==> src/hw/rtl/lbps_pkg.sv <==
// Package for the LED blink pattern sequencer: pattern codes, register and
// function codes, and the fixed pattern tables. No dependencies.
package lbps_pkg;

  typedef enum logic [1:0] {
    PAT_SLOW   = 2'd0,
    PAT_FAST   = 2'd1,
    PAT_STROBE = 2'd2,
    PAT_CUSTOM = 2'd3
  } pattern_e;

  // configuration register indexes
  localparam logic REG_PATTERN = 1'b0;
  localparam logic REG_LENGTH  = 1'b1;

  // input item function codes
  localparam logic FUNC_PLAY  = 1'b0;
  localparam logic FUNC_WRITE = 1'b1;

  localparam logic [15:0] SLOW_MS       = 16'd700;
  localparam logic [15:0] FAST_MS       = 16'd300;
  localparam logic [15:0] STROBE_MS     = 16'd70;
  localparam logic [15:0] STROBE_GAP_MS = 16'd500;

  localparam logic [4:0] BLINK_LEN  = 5'd4;
  localparam logic [4:0] STROBE_LEN = 5'd12;

  // length of a fixed pattern
  function automatic logic [4:0] fixed_length(pattern_e pat);
    logic [4:0] len;
    unique case (pat)
      PAT_SLOW, PAT_FAST: len = BLINK_LEN;
      PAT_STROBE:         len = STROBE_LEN;
      default:            len = 5'd0;
    endcase
    return len;
  endfunction

  // entry of a fixed pattern; even positions are levels, odd ones delays
  function automatic logic [15:0] fixed_entry(pattern_e pat, logic [4:0] pos);
    logic [15:0] val;
    val = 16'd0;
    unique case (pat)
      PAT_SLOW: begin
        if (pos < BLINK_LEN) val = pos[0] ? SLOW_MS : {15'd0, (pos == 5'd0)};
      end
      PAT_FAST: begin
        if (pos < BLINK_LEN) val = pos[0] ? FAST_MS : {15'd0, (pos == 5'd0)};
      end
      PAT_STROBE: begin
        if (pos < STROBE_LEN) begin
          if (pos[0]) val = (pos == STROBE_LEN - 5'd1) ? STROBE_GAP_MS : STROBE_MS;
          else        val = {15'd0, (pos[1] == 1'b0)};
        end
      end
      default: val = 16'd0;
    endcase
    return val;
  endfunction

endpackage

==> src/hw/rtl/lbps_ram.sv <==
// Generic single-port-write, single-port-read RAM with registered read data.
// Read before write on a shared address. No dependencies.
module lbps_ram #(
  parameter int WIDTH = 16,
  parameter int DEPTH = 16
) (
  input  logic                     clk_i,
  input  logic                     we_i,
  input  logic [$clog2(DEPTH)-1:0] waddr_i,
  input  logic [WIDTH-1:0]         wdata_i,
  input  logic [$clog2(DEPTH)-1:0] raddr_i,
  output logic [WIDTH-1:0]         rdata_o
);

  logic [WIDTH-1:0] mem [DEPTH];
  logic [WIDTH-1:0] rdata_q;

  always_ff @(posedge clk_i) begin
    if (we_i) mem[waddr_i] <= wdata_i;
    rdata_q <= mem[raddr_i];
  end

  assign rdata_o = rdata_q;

endmodule

==> src/hw/rtl/led_blink_pattern_sequencer_top.sv <==
// LED blink pattern sequencer top level: play state, custom table in RAM,
// output register. Uses lbps_pkg and lbps_ram.
//
//   channel  | handshake            | payload
//   ---------+----------------------+--------------------------------------------
//   in       | in_valid_i/in_ready_o| func_i ms_tick_i entry_index_i entry_value_i
//   out      | out_valid_o/out_ready_i | led_on_o step_position_o delay_running_o
//   cfg      | cfg_we_i (no wait)   | cfg_index_i cfg_data_i
//
// One item per clock while the output is not stalled; its result beat shows in the cycle after acceptance.
// The custom table read is prefetched: the RAM always reads the entry at the
// next position, so its read latency is hidden; a table write to that
// entry in the same cycle is forwarded.
// Reset takes effect at once: per-entry valid bits make unwritten entries read
// as zero, no clearing pass.
// in_ready_o is high while the output register is empty or being drained.
module led_blink_pattern_sequencer_top #(
  parameter int CUSTOM_DEPTH = 16,
  parameter int DELAY_WIDTH  = 16
) (
  input  logic        clk_i,
  input  logic        rst_ni,
  input  logic        in_valid_i,
  output logic        in_ready_o,
  input  logic        func_i,
  input  logic        ms_tick_i,
  input  logic [3:0]  entry_index_i,
  input  logic [15:0] entry_value_i,
  output logic        out_valid_o,
  input  logic        out_ready_i,
  output logic        led_on_o,
  output logic [4:0]  step_position_o,
  output logic        delay_running_o,
  input  logic        cfg_we_i,
  input  logic        cfg_index_i,
  input  logic [4:0]  cfg_data_i
);

  localparam int AW = $clog2(CUSTOM_DEPTH);

  lbps_pkg::pattern_e     pattern_q;
  logic [4:0]             cust_len_q;
  logic [4:0]             pos_q, pos_d;
  logic [DELAY_WIDTH-1:0] rem_q, rem_d;
  logic                   led_q, led_d;
  logic [CUSTOM_DEPTH-1:0] valid_q;

  logic                   out_valid_q;
  logic                   out_led_q;
  logic [4:0]             out_pos_q;
  logic                   out_run_q;

  logic                   in_acc;
  logic                   play;
  logic                   tbl_we;
  logic [AW-1:0]          waddr;
  logic [AW-1:0]          raddr;
  logic [15:0]            rdata;
  logic                   fwd_hit_q;
  logic [15:0]            fwd_data_q;
  logic                   ent_vld_q;

  logic [4:0]             len;
  logic [15:0]            entry;
  logic [15:0]            cust_entry;
  logic [DELAY_WIDTH-1:0] rem_tick;
  logic [31:0]            entry_ext;
  logic [31:0]            widx_ext;
  logic [31:0]            pos_ext;
  logic [31:0]            cl_ext;

  assign in_ready_o = !out_valid_q || out_ready_i;
  assign in_acc     = in_valid_i && in_ready_o;
  assign play       = in_acc && (func_i == lbps_pkg::FUNC_PLAY);

  assign widx_ext = {28'd0, entry_index_i};
  assign tbl_we   = in_acc && (func_i == lbps_pkg::FUNC_WRITE) && (widx_ext < CUSTOM_DEPTH);
  assign waddr    = widx_ext[AW-1:0];

  // active length, custom length saturated to the table depth
  assign cl_ext = {27'd0, cust_len_q};
  always_comb begin
    if (pattern_q == lbps_pkg::PAT_CUSTOM) begin
      len = (cl_ext > CUSTOM_DEPTH) ? 5'(CUSTOM_DEPTH) : cust_len_q;
    end else begin
      len = lbps_pkg::fixed_length(pattern_q);
    end
  end

  // entry at pos_q: RAM output holds table[pos_q] thanks to the prefetch
  assign cust_entry = fwd_hit_q ? fwd_data_q : (ent_vld_q ? rdata : 16'd0);
  assign entry = (pattern_q == lbps_pkg::PAT_CUSTOM) ? cust_entry
                                                     : lbps_pkg::fixed_entry(pattern_q, pos_q);
  assign entry_ext = {16'd0, entry};

  always_comb begin
    rem_tick = rem_q;
    if (ms_tick_i && (rem_q != '0)) rem_tick = rem_q - DELAY_WIDTH'(1);
    pos_d = pos_q;
    rem_d = rem_q;
    led_d = led_q;
    if (play) begin
      rem_d = rem_tick;
      if (pos_q < len) begin
        if (rem_tick == '0) begin
          if (!pos_q[0]) led_d = (entry != 16'd0);
          else           rem_d = entry_ext[DELAY_WIDTH-1:0];
          pos_d = pos_q + 5'd1;
        end
      end else begin
        pos_d = 5'd0;
      end
    end
    if (cfg_we_i && (cfg_index_i == lbps_pkg::REG_PATTERN)) rem_d = '0;
  end

  assign pos_ext = {27'd0, pos_d};
  assign raddr   = pos_ext[AW-1:0];

  lbps_ram #(
    .WIDTH(16),
    .DEPTH(CUSTOM_DEPTH)
  ) u_ram (
    .clk_i  (clk_i),
    .we_i   (tbl_we),
    .waddr_i(waddr),
    .wdata_i(entry_value_i),
    .raddr_i(raddr),
    .rdata_o(rdata)
  );

  always_ff @(posedge clk_i or negedge rst_ni) begin
    if (!rst_ni) begin
      pattern_q   <= lbps_pkg::PAT_SLOW;
      cust_len_q  <= 5'd0;
      pos_q       <= 5'd0;
      rem_q       <= '0;
      led_q       <= 1'b0;
      valid_q     <= '0;
      fwd_hit_q   <= 1'b0;
      ent_vld_q   <= 1'b0;
      out_valid_q <= 1'b0;
    end else begin
      pos_q <= pos_d;
      rem_q <= rem_d;
      led_q <= led_d;
      if (cfg_we_i) begin
        if (cfg_index_i == lbps_pkg::REG_PATTERN) begin
          pattern_q <= lbps_pkg::pattern_e'(cfg_data_i[1:0]);
        end else begin
          cust_len_q <= cfg_data_i;
        end
      end
      if (tbl_we) valid_q[waddr] <= 1'b1;
      // RAM reads old data on a same-address write; forward the new value
      fwd_hit_q <= tbl_we && (waddr == raddr);
      ent_vld_q <= valid_q[raddr];
      if (in_acc) begin
        out_valid_q <= 1'b1;
      end else if (out_ready_i) begin
        out_valid_q <= 1'b0;
      end
    end
  end

  always_ff @(posedge clk_i) begin
    fwd_data_q <= entry_value_i;
    if (in_acc) begin
      out_led_q <= led_d;
      out_pos_q <= pos_d;
      out_run_q <= (rem_d != '0);
    end
  end

  assign out_valid_o     = out_valid_q;
  assign led_on_o        = out_led_q;
  assign step_position_o = out_pos_q;
  assign delay_running_o = out_run_q;

endmodule

==> config.mk <==
export PLATFORM = sky130hd
export DESIGN_NAME = led_blink_pattern_sequencer_top
export DESIGN_NICKNAME = d
export VERILOG_FILES = /design/src/hw/rtl/lbps_pkg.sv /design/src/hw/rtl/lbps_ram.sv /design/src/hw/rtl/led_blink_pattern_sequencer_top.sv
export SDC_FILE = /design/constraint.sdc
export NUM_CORES = 1
export LEC_CHECK = 0
export ABC_AREA = 1
export BUFFER_PORTS_ARGS = -buffer_cell sky130_fd_sc_hd__buf_4
export CORE_MARGIN = 3
export CORE_UTILIZATION = 50
export DETAILED_ROUTE_END_ITERATION = 8
export GPL_TIMING_DRIVEN = 0
export PLACE_DENSITY_LB_ADDON = 0.2
export RECOVER_POWER = 100
export SLEW_MARGIN = 20
export SYNTH_ARGS = -nofsm -noshare
export SYNTH_HDL_FRONTEND = slang
export SYNTH_HIERARCHICAL = 1
export SYNTH_SLANG_ARGS = --single-unit
==> constraint.sdc <==
create_clock -name clk_i -period 7 [get_ports clk_i]
set_input_delay 1.4 -clock clk_i [delete_from_list [all_inputs] [get_ports clk_i]]
set_output_delay 1.4 -clock clk_i [all_outputs]
set_load 0.01 [all_outputs]
---- Word-level counts from Yosys, hierarchy flattened ----
Memory sizes are Yosys's and may differ from the RTL's. A register that Yosys moved wholly into a read port is not among the register bits.
Index checks and enable logic that the tools add are counted.
word-level totals
  memories kept ........................... 1
  bits of input ports ..................... 33
  word-level logic and storage cells ...... 88
  output and inout port bits .............. 9
  register bits after elaboration ......... 71
  memory bits (writable) .................. 256
memory list
  name       depth  width  read ports  clocked after Yosys merged registers in  wr ports  RTL line        RTL
  u_ram.mem  16     16     1           1                                        1         lbps_ram.sv:15  logic [WIDTH-1:0] mem [DEPTH];
operators by class
  $lt $le $gt $ge ......................... 8
  bitwise operators ....................... 4
  muxes and demuxes ....................... 35
  equality and inequality tests ........... 5
  reduce and logical (&&, ||, !) cells .... 20
  add/subtract/negate cells ............... 2
operator list
  operator                 number
  $mux W16                 9
  $pmux W16 S3             1
  $reduce_bool A16 Y1      3
  $mux W9                  5
  $mux W5                  5
  $mux W10                 2
  $logic_not A16 Y1        1
  $or A16 B16 Y16          1
  $sub A16 B1 Y16 const B  1
  $lt A4 B5 Y1 const B     3
  $mux W1                  10
  $logic_and A1 B1 Y1      8
  $pmux W4 S2              1
  $add A5 B1 Y5 const B    1
  $eq A5 B4 Y1 const B     1
  $gt A5 B5 Y1 const B     1
  $logic_not A5 Y1         1
  $lt A5 B3 Y1 const B     1
  $lt A5 B4 Y1 const B     1
  $lt A5 B5 Y1             1
  $bmux W1 S4              1
  $demux W1 S4             1
  $eq A2 B2 Y1 const B     2
  $eq A4 B4 Y1             1
  9 further kinds          12

---- Logic depth before layout (Yosys ltp) ----
  word-level depth ........................ 12
  gate-level depth with buffers ........... 26
  mapped depth without buffers ............ 24

---- Modules after synthesis ----
Netlist, hierarchy kept.
by module, submodules not included
  module                           sequential area each (µm²)  cells an instance  area each (µm²)  instances
  lbps_ram                         8007.7                      1074               11380.9          1
  led_blink_pattern_sequencer_top  1731.7                      572                4167.7           1

---- Worst setup path after synthesis ----
Ideal clock, no wire load.
  path kind ............................... in2reg
  from .................................... in out_ready_i
  to ...................................... reg u_ram.rdata_q[10] (netlist: u_ram/rdata_o[10]) (read register of u_ram.mem)
  setup time .............................. 0.114 ns
  stages on the path ...................... 16
  data arrival time ....................... 3.435 ns
  slack ................................... 3.451 ns
  data required time ...................... 6.886 ns
  buffers on the path ..................... 3
  path through ............................ inv_1 -> nand2_1 -> nand2_1 -> nor2_1 -> inv_1 -> nor2_1 -> inv_1 -> clkbuf_1 -> nand3_1 -> inv_1 -> clkbuf_1 -> inv_1 -> buf_2 -> nand3_1 -> nand3_1 -> nand2_1
between the ends
  cells in the longest elaborated chain, start to end .. 4
RTL lines
  item                 RTL line                                RTL
  start, declared      led_blink_pattern_sequencer_top.sv:30   input logic out_ready_i,
  $logic_or A1 B1 Y1   led_blink_pattern_sequencer_top.sv:72   assign in_ready_o = !out_valid_q || out_ready_i;
  net in_ready_o       led_blink_pattern_sequencer_top.sv:24   output logic in_ready_o,
  $logic_and A1 B1 Y1  led_blink_pattern_sequencer_top.sv:73   assign in_acc = in_valid_i && in_ready_o;
  $logic_and A1 B1 Y1  led_blink_pattern_sequencer_top.sv:74   assign play = in_acc && (func_i == lbps_pkg::FUNC_PLAY);
  $mux W5              led_blink_pattern_sequencer_top.sv:102  if (play) begin
  net pos_d[2]         led_blink_pattern_sequencer_top.sv:43   logic [4:0] pos_q, pos_d;
  end, declared        lbps_ram.sv:16                          logic [WIDTH-1:0] rdata_q;
The timed path passes the listed nets, and every way through them passes these cells.
A chain may end at the register's enable or synchronous reset.

---- Worst setup path in the final report ----
  from .................................... in ms_tick_i
  to ...................................... reg u_ram.rdata_q[8] (netlist: u_ram/rdata_o[8]) (read register of u_ram.mem)
between the ends
  cells in the longest elaborated chain, start to end .. 6
RTL lines
  item                 RTL line                                RTL
  start, declared      led_blink_pattern_sequencer_top.sv:26   input logic ms_tick_i,
  $logic_and A1 B1 Y1  led_blink_pattern_sequencer_top.sv:98   if (ms_tick_i && (rem_q != '0)) rem_tick = rem_q - DELAY_WIDTH'(1);
  $mux W16             led_blink_pattern_sequencer_top.sv:98
  $logic_not A16 Y1    led_blink_pattern_sequencer_top.sv:105  if (rem_tick == '0) begin
  $mux W5              led_blink_pattern_sequencer_top.sv:105
  $mux W5              led_blink_pattern_sequencer_top.sv:104  if (pos_q < len) begin
  $mux W5              led_blink_pattern_sequencer_top.sv:102
  net pos_d[1]         led_blink_pattern_sequencer_top.sv:43
The timed path passes the listed nets, and every way through them passes these cells.

==> flow_summary.json <==
{
  "status": "complete, but fails checks",
  "violations": "capacitance limit, slew limit",
  "clock_path_buffers": 3,
  "dp_hpwl_um": 28200,
  "firstDrtPassIters": 6,
  "cts_tree": "built",
  "synth.distinct_cells": 43,
  "seq_area_sq_mm": 0.00974,
  "critPathKind": "primary input to register",
  "hold_viol": 0,
  "antenna_found_initial": 0,
  "multiInputGateArea_sq_mm": 0.00430,
  "drc_errors": 0,
  "start_kind": "primary input",
  "synth.avg_cell_area_sq_um": 9.45,
  "switching_share_pct": 35.2,
  "fin_cells": 2161,
  "worstMarginPinSlew_ns": 2.64,
  "postCtsSetupRepairBufs": 0,
  "fmax_ghz": 0.190,
  "fill_cells": 2590,
  "hold_class": "register to register",
  "wl_um": 41500,
  "grt_overflow": 0,
  "finalCritPeriodShare_pct": 75.2,
  "fin_ws_ns": 1.74,
  "grt_pass1_vias": 10900,
  "p_leak_uw": 0.00779,
  "io_pins": 42,
  "syn_to_final_growth_pct": 12.4,
  "clkTransAtPathRegs_ns": 0.06,
  "final_cell_mix": "483 x nand2_1, 284 x inv_1, 263 x edfxtp_1, 242 x nand3_1, 77 x nor2_1",
  "cts_buffers": 37,
  "rsz0062_at_grt": "no",
  "netlist_instances": 1646,
  "synth_seq_cells": 343,
  "routabilityCongestion": 0.883,
  "crit_family": "simple AND/OR/NAND/NOR gates",
  "yosys_warnings": 6,
  "vias_per_cell": 5.36,
  "vias": 11600,
  "grt_use_total_pct": 24.9,
  "antennaDiodeCount": 0,
  "layout-drive-gt1-share_pct": 7.17,
  "clock-root-buffer": "clkbuf_16",
  "pwr-share-clk_pct": 31.4,
  "skew_ns": 0.0170,
  "endpoint_kind": "register",
  "setup_violations": 0,
  "slowest_stage": "nor2_1",
  "fin_nets": 1783,
  "htreeDepth": 2,
  "path_max_fanout": 10,
  "hold_slack_ns": 0.458,
  "die_y_um": 182,
  "dp.cells": 2093,
  "die_area_sq_mm": 0.0332,
  "cpPeakStageDelay_ns": 0.82,
  "cap_violations": 1,
  "yosysTopAreaCell": "edfxtp_1",
  "hold_buffers": 0,
  "arrival_ns": 5.67,
  "slew_viol_final": 49,
  "netlist_top_cells_area": "edfxtp_1 51%, nand2_1 12%, dfrtp_1 7.7%",
  "powerDensity_mw_per_mm2": 354,
  "layout_commonest_cell": "nand2_1",
  "cts_resized": 0,
  "netSwitchingPower_uw": 2180,
  "clock_latency_ns": 0.53,
  "io_buffers": 41,
  "p_int_uw": 4020,
  "grt_max_degree": 49,
  "synth-seq-area-share_pct": 62.6,
  "vdd_drop_max_mv": 0.220,
  "cp.buffers_inverters": 4,
  "cts.sinks": 343,
  "initial_utilization_pct": 51.6,
  "syn_area_sq_mm": 0.0155,
  "fin_util_pct": 58.0,
  "die_width_um": 182,
  "dp_slack_ns": 2.09,
  "wl_per_cell_um": 19.2,
  "relSlewSlack_pct": -76.2,
  "cp_data_required_time_ns": 7.41,
  "period_minus_slack_ns": 5.26,
  "path_cells": "buf_4, clkbuf_1, nand3_1, nand2_1, nand2_1, nor2_1, nand2_2, nor2_1, nand3_1, nand2_1, nand2_1, nor2_1, inv_1, clkbuf_1, nand3_1, nand3_1, nand3_1, nand2_1",
  "synth_top_area_share_pct": 50.8,
  "fp.coreArea_sq_mm": 0.0301,
  "power_frac_seq_pct": 38.1,
  "setup-tns-final_ns": 0,
  "final_antenna_net_count": 0,
  "drt_iter0_drc": 1073,
  "rows": 63,
  "power_frac_comb_pct": 30.5,
  "grt_pass1_wl_um": 63300,
  "syn-num-nets": 1687
}
cells by family (layout without fill, tap and decap cells):
family / after synthesis / after routing / synth area share (%)
multiplexers: 3 / 3 / 0.217
adder cells (fa/ha/maj): 8 / 8 / 0.644
flip-flops: 343 / 343 / 62.6
XOR/XNOR: 9 / 9 / 0.555
AO/OA/AOI/OAI: 81 / 81 / 2.93
AND/OR/NAND/NOR: 848 / 848 / 23.6
buffers and inverters: 354 / 479 / 9.37
registers in the layout, summed over array words and instances, names as in the netlist:
register	count
step_position_o	5
cust_len_q	5
pattern_q	2
fwd_data_q	16
out_valid_o	1
led_on_o	1
delay_running_o	1
u_ram/rdata_o	16
ent_vld_q	1
u_ram/mem	256
pos_q	5
fwd_hit_q	1
led_q	1
rem_q	16
valid_q	16
cells in the mapped netlist (all sizes together):
cell type / instances
xnor2: 1
o22a: 1
nand4: 23
nor3: 6
a21oi: 20
nor4: 1
o21a: 1
nor4b: 1
a22o: 1
dfrtp: 48
edfxtp: 263
nand2: 487
o21ai: 43
nand3: 242
buf: 46
clkbuf: 18
a41oi: 1
o41ai: 1
clkinv: 3
nand3b: 5
mux2: 3
a22oi: 8
xor2: 8
o211ai: 1
a31oi: 1
ha: 8
dfxtp: 32
o22ai: 1
nor2: 83
a221oi: 2
inv: 287
worst register-to-register path: cells and delay by family, from the launching register on:
family                     cells  cell delay (ns)
AOI/OAI and AO/OA              1             0.16
adders and majority gates      1             0.26
buffers and inverters          3             1.10
DFF                            1             0.37
and+or+nand+nor               15             3.12
layer usage:
layer / GRT usage, % / vias to the layer above / wire length (um)
met2: 40.0 / 475 / 19200
li1: - / 5513 / -
met3: 3.57 / 92 / 3250
met1: 34.3 / 5513 / 17300
met4: 10.3 / 0 / 1720
met5: 0 / - / 0
area by class of cell:
type	count	area share (%)
sequential	343	55.7
multi-input combinational	949	24.6
inverter	290	6.23
clock buffer	48	5.66
tap	390	2.79
buffer	64	2.11
timing repair buffer	57	1.55
clock inverter	20	1.27
power by group through the flow:
stage	Sequential [uW]	Combinational [uW]	Clock, uW
detailed placement	2400	1870	0
CTS	2360	1890	1980
finish	2360	1890	1940
floorplan	2390	1220	0
global route	2370	2060	2060
global placement	2400	1840	0
final timing paths:
check,start,endpoint,slack (ns),cells after the start
max,ms_tick_i,u_ram/rdata_o[8],1.74,18
min,valid_q[3],valid_q[3],0.46,2
max reg2reg,rem_q[0],u_ram/rdata_o[8],1.87,20
min reg2reg,valid_q[3],valid_q[3],0.46,2
max in group asynchronous,rst_ni,rem_q[12],3.79,1
min in group asynchronous,rst_ni,valid_q[0],1.71,1
metrics by stage:
stage               total power (uW)  cell area (sq um)
detailed placement              4270              16600
floorplan                       3610              15500
global placement                4240              16300
finish                          6190              17500
CTS                             6220              17800
global route                    6490              17500
No activity file was read; power rests on OpenSTA's default activity.
